### src/design/c8ic_pkg.sv
// Shared constants, state encoding and display command type of the CHIP-8 core.
`default_nettype none

package c8ic_pkg;

  localparam int DispWidth  = 64;
  localparam int DispHeight = 32;
  localparam int DispColAw  = 6;
  localparam int DispRowAw  = 5;
  localparam int RegCount   = 16;
  localparam int RegAw      = 4;

  localparam logic [1:0] REQ_WRITE = 2'd0;
  localparam logic [1:0] REQ_EXEC  = 2'd1;
  localparam logic [1:0] REQ_READ  = 2'd2;

  localparam logic [3:0] OP_SYS   = 4'h0;
  localparam logic [3:0] OP_JUMP  = 4'h1;
  localparam logic [3:0] OP_LOAD  = 4'h6;
  localparam logic [3:0] OP_ADD   = 4'h7;
  localparam logic [3:0] OP_INDEX = 4'hA;
  localparam logic [3:0] OP_DRAW  = 4'hD;

  localparam logic [15:0]      INSTR_CLS = 16'h00E0;
  localparam logic [RegAw-1:0] REG_FLAG  = 4'hF;

  typedef enum logic [3:0] {
    S_CLEAR,
    S_IDLE,
    S_FETCH0,
    S_FETCH1,
    S_DECODE,
    S_EXEC,
    S_CLRDISP,
    S_DRAWY,
    S_ROWRD,
    S_ROWWR,
    S_VFWR,
    S_PIXRD,
    S_DONE
  } state_e;

  typedef struct packed {
    logic                 rd;
    logic                 clear;
    logic                 draw;
    logic [DispRowAw-1:0] row;
    logic [7:0]           sprite;
    logic [DispColAw-1:0] x0;
  } disp_cmd_t;

endpackage

`default_nettype wire

### src/design/c8ic_display.sv
// Display row store with the sprite shift, XOR write-back and collision detect.
`default_nettype none

module c8ic_display
  import c8ic_pkg::*;
(
  input  wire logic                 clk_i,
  input  wire disp_cmd_t            cmd_i,
  output logic      [DispWidth-1:0] row_o,
  output logic                      hit_o
);

  logic [DispWidth-1:0] mem_q [DispHeight];
  logic [DispWidth-1:0] rd_q;
  logic [DispWidth-1:0] mask;

  // column x sits at bit (DispWidth-1-x); bits shifted past the right edge drop
  assign mask = {cmd_i.sprite, {(DispWidth-8){1'b0}}} >> cmd_i.x0;

  always_ff @(posedge clk_i) begin
    if (cmd_i.clear) begin
      mem_q[cmd_i.row] <= '0;
    end else if (cmd_i.draw) begin
      mem_q[cmd_i.row] <= rd_q ^ mask;
    end
    if (cmd_i.rd) begin
      rd_q <= mem_q[cmd_i.row];
    end
  end

  assign row_o = rd_q;
  assign hit_o = |(rd_q & mask);

endmodule

`default_nettype wire

### config.mk
export PLATFORM = sky130hd
export DESIGN_NAME = c8ic_display
export DESIGN_NICKNAME = d
export VERILOG_FILES = /design/src/design/c8ic_pkg.sv /design/src/design/c8ic_display.sv
export SDC_FILE = /design/constraint.sdc
export NUM_CORES = 2
export LEC_CHECK = 0
export ABC_AREA = 1
export BUFFER_PORTS_ARGS = -buffer_cell sky130_fd_sc_hd__buf_2
export CAP_MARGIN = 20
export CORE_MARGIN = 3
export CORE_UTILIZATION = 50
export DETAILED_ROUTE_END_ITERATION = 6
export HOLD_SLACK_MARGIN = 0.1
export PLACE_DENSITY = 0.65
export RECOVER_POWER = 25
export SLEW_MARGIN = 10
export SYNTH_ARGS = -nofsm -noshare
export SYNTH_HDL_FRONTEND = slang
export SYNTH_SLANG_ARGS = --single-unit
export TNS_END_PERCENT = 100
### constraint.sdc
create_clock -name clk_i -period 6.1 [get_ports clk_i]
set_input_delay 0.61 -clock clk_i [delete_from_list [all_inputs] [get_ports clk_i]]
set_output_delay 0.61 -clock clk_i [all_outputs]
set_load 0.1 [all_outputs]
# Word level (Yosys, flattened, before mapping)

Memory sizes are Yosys's and may differ from the RTL's. A register that Yosys moved wholly into a read port is not among the register bits.
Index checks and enable logic that the tools add are counted.

Shift-type cells: 1
Muxes and demuxes: 6
Bitwise operators: 3
Reduce and logical (&&, ||, !) cells: 1

Operators by type and width:

| cell                                          | count |
|---|---|
| 64-bit bitwise AND                            | 1 |
| 64-bit 2-to-1 mux                             | 1 |
| 64-bit OR reduction                           | 1 |
| 64-bit by 6-bit >> shifter with 64-bit output | 1 |
| 64-bit bitwise XOR                            | 1 |
| 1-bit 2-to-1 mux                              | 5 |
| 1-bit OR                                      | 1 |

Flip-flop bits (word level): 0
RAM bits: 2048
Bits of input ports: 23
Output and inout port bits: 65
Logic and storage cells: 12
Memories kept: 1

Memory list:

| name  | depth | bits a word | rd ports | clocked after memory_dff | wr ports | line               | source |
|---|---|---|---|---|---|---|---|
| mem_q | 32    | 64          | 1        | 1                        | 1        | c8ic_display.sv:13 | `logic [DispWidth-1:0] mem_q [DispHeight];` |

# Depth between registers and ports, before layout

Depth in word-level cells: 4
Mapped depth: 15
Gate-level depth less buffers: 14

# Worst setup path after synthesis

No wires, ideal clock.

Path type: input to register
Start: input cmd_i[14] (netlist name)
End: memory mem_q[0][0], enable pin
Library setup time: 0.486 ns
Arrival: 4.131 ns
Required time: 5.614 ns
Path slack: 1.483 ns
Stages on the path: 6
Path buffers: 3
Cells stage by stage: buf_6 > nor2_2 > buf_2 > buf_2 > nand2_1 > nor2_1

RTL lines:

| element         | line               | source |
|---|---|---|
| start, declared | c8ic_display.sv:8  | `input wire disp_cmd_t cmd_i,` |
| end, declared   | c8ic_display.sv:13 |  |

Straight into the memory's write port.

# Final worst setup path

Start: input cmd_i[3] (netlist name)
End: output hit_o

Longest elaborated chain between the ends: 3

RTL lines:

| element                                       | line               | source |
|---|---|---|
| 64-bit by 6-bit >> shifter with 64-bit output | c8ic_display.sv:18 | `assign mask = {cmd_i.sprite, {(DispWidth-8){1'b0}}} >> cmd_i.x0;` |
| 64-bit bitwise AND                            | c8ic_display.sv:32 | `assign hit_o = \|(rd_q & mask);` |
| 64-bit OR reduction                           | c8ic_display.sv:32 |  |
| end, declared                                 | c8ic_display.sv:10 | `output logic hit_o` |

Every way passes these cells.

==> run_results.csv <==
group,metric,value,unit
worst_setup_path,arrival,4500,ps
cts,clkTransAtPathRegs,60,ps
cts,cts.path.max_buffers,3,
sta,period_share,0.838,
power,power.total,30.7,mW
worst_setup_path,slowest_delay,810,ps
floorplan,dieArea,173000,um^2
routing,vias,54300,
logic_synthesis,synth_area_leaders,"edfxtp_1 (75%), nand2_1 (13%), nand4_1 (2.0%), inv_1 (1.8%), nor2_1 (1.6%)",
floorplan,rows,150,
cts,cts_buffers,207,
sta,hold_ws,679,ps
hold_path,hp-class,"reg2reg",
routing,first_pass_iters,6,
worst_setup_path,critPathMostFrequentCell,"nor2_1",
cts,h-tree-depth,4,
logic_synthesis,syn_inst,7041,
worst_setup_path,cp-end-kind,"primary output",
sta,fmax,0.196,GHz
power,internal_power,23.5,mW
floorplan,io-pin-count,88,
power,pwr-share-clk,0.403,
placement,hpwl,125000,um
global_routing,grt_usage,0.283,
cts,cts_hold_buf,0,
finish,area_growth,11.9,%
sta,report.final.slew_viol_count,201,
routing,drc_errors,0,
worst_setup_path,crit_type,"in2out",
logic_synthesis,synth.avg_cell_area,12.0,um^2
logic_synthesis,synth.most_common_cell,"nand2_1",
global_routing,globalRoute.totalOverflow,0,
cts,postCtsSetupBuffers,0,
sta,setup_violations,0,
logic_synthesis,synth_edf_count,2112,
power,power.density,326,nW/um^2
worst_setup_path,worstPathCellList,"clkbuf_1 > inv_1 > nand2_1 > nand3_1 > nor2_1 > ha_1 > nor2_1 > nand4_1 > nand3b_1 > nor2_1 > nand2_1 > buf_2",
logic_synthesis,synth_nets,7128,
routing,ant_nets,0,
worst_setup_path,crit_family,"buffers and inverters",
placement,pre_cts_ws,1640,ps
logic_synthesis,ys_seq_area_frac,0.753,
run,drv_cap,5,
global_routing,grt_antenna_before_repair,6,
cts,clk_latency,860,ps
power,comb_power_share,0.065,
cts,cts.sinks,2112,
logic_synthesis,async_flop_share,0,
sta,final-hold-violation-count,0,
power,p_sw,7.26,mW
sta,skew,33.4,ps
placement,place_congestion,0.863,
logic_synthesis,synthDominantCellAreaShare,0.753,
power,leakagePower,35.2,nW
global_routing,grt_pass1_vias,51000,
worst_setup_path,cp_slowest_cell,"clkbuf_1",
sta,fin_tns_setup,0,ps
routing,post_drt_wl_per_cell,25.9,um
floorplan,start_util,0.504,
logic_synthesis,netlist.top_cell.by_area,"edfxtp_1",
placement,placed_cells,9169,
floorplan,die-height,416,um
sta,finalCriticalPeriod,5110,ps
sta,setup_slack,990,ps
finish,layout.nets,7261,
status,outcome,"finished with violations",
floorplan,die_width,416,um
sta,relSlewSlack,-1.04,
sta,worst_pin_slew,3060,ps
finish,drive_gt1_frac,0.0743,
worst_setup_path,critPathMaxFanout,23,
power,vdd_drop_max,0.321,mV
worst_setup_path,required,5490,ps
cts,cts_repair_resize_count,0,
worst_setup_path,critPathLaunchType,"input port",
logic_synthesis,yosysWarnings,0,
routing,wl,248000,um
routing,drt_iter0_drc,6391,
finish,nFillCells,13500,
routing,post_drt_via_cell_ratio,5.68,
logic_synthesis,syn_area,84200,um^2
logic_synthesis,synthFlopType,"edfxtp_1",
cts,cts_tree,"done",
global_routing,grt_pass1_wl,355000,um
sta,rsz0062_at_grt,"no",
logic_synthesis,ys_types,24,
power,power_frac_seq,0.532,
worst_setup_path,cp_num_buf_inv,3,
status,violations,"capacitance limit, slew limit",
finish,fin_cells,9558,
global_routing,grt_max_degree,188,
cts,cts-root-buf,"clkbuf_16",
logic_synthesis,synth_common_cells,"nand2_1 (2893), edfxtp_1 (2112), inv_1 (403)",
placement,port_buffers,87,
power,switching_share,0.236,
floorplan,core,167000,um^2
logic_synthesis,synth.ff_latch_count,2112,
==> through the flow <==
| step | util | cell area [um^2] |
|---|---|---|
| after global routing | 0.564 | 94200 |
| final | 0.564 | 94300 |
| after global placement | 0.525 | 87800 |
| after detailed placement | 0.525 | 87800 |
| after floorplan | - | 84200 |
| after CTS | 0.564 | 94400 |
==> sequential cells by signal, indices dropped and copies added, names as in the netlist <==
register / flops
row_o: 64
mem_q: 2048
==> path summary, 6_finish.rpt <==
| path | startpoint | endpoint | slack (ps) | cells after the start |
|---|---|---|---|---|
| max | cmd_i[3] | hit_o | 990 | 12 |
| min reg2reg | mem_q[29][2]$_DFFE_PP_ | row_o[2]$_DFFE_PP_ | 680 | 6 |
| min | mem_q[29][2]$_DFFE_PP_ | row_o[2]$_DFFE_PP_ | 680 | 6 |
| max reg2reg | row_o[16]$_DFFE_PP_ | mem_q[28][16]$_DFFE_PP_ | 3530 | 4 |
==> cell usage in the layout, fill, tap and decap left out, drive strengths merged <==
master,n
clkbuf,296
a21oi,77
nand2,2893
nand3b,4
clkinv,98
and2,2
o21ai,261
inv,412
nor4,10
nand3,244
ha,64
diode,9
edfxtp,2112
or2,1
bufinv,14
nand4,264
clkinvlp,4
nor2,361
buf,219
nor3,9
==> power groups by stage <==
| stage | logic [mW] | clock network (mW) | registers, mW |
|---|---|---|---|
| floorplan | 0.979 | 0 | 16.9 |
| global placement | 1.97 | 0 | 16.7 |
| detailed placement | 1.99 | 0 | 16.7 |
| CTS | 2.00 | 12.5 | 16.4 |
| global route | 2.15 | 13.1 | 16.4 |
| finish | 2.00 | 12.4 | 16.4 |
==> final cells by class <==
| class | instances | area [um^2] | share of cell area |
|---|---|---|---|
| inverters | 408 | 1550 | 0.0165 |
| well taps | 2204 | 2760 | 0.0293 |
| clock buffers | 260 | 5380 | 0.0571 |
| multi-input cells | 4190 | 18000 | 0.191 |
| repair buffers | 255 | 1910 | 0.0203 |
| clock inverters | 120 | 1170 | 0.0125 |
| diodes | 9 | 22.5 | 0.000239 |
| flip-flops and latches | 2112 | 63400 | 0.673 |
==> tightest hold or removal path, cell delays in order (launching register included) <==
cell,delay (ps)
edfxtp_1,320
nand2_1,50
nand4_1,60
nand2_1,50
nand2_1,50
nor2_1,40
nand2_1,40
==> cell families after synthesis <==
logic type                 count (synthesis)  share of synthesized area
and+or+nand+nor                         3788                      0.181
AOI/OAI and AO/OA                        338                     0.0201
DFF                                     2112                      0.753
buffers and inverters                    739                     0.0365
adders and majority gates                 64                    0.00950
==> layer usage <==
metal  share of wire  vias to the layer above  global-route usage
met5        0.000061                        -                   0
met4           0.051                        2               0.131
met3           0.088                      529              0.0440
met2            0.47                     2682               0.459
met1            0.39                    26800               0.378
li1                -                    24300                   -
No activity file was read; power rests on OpenSTA's default activity.
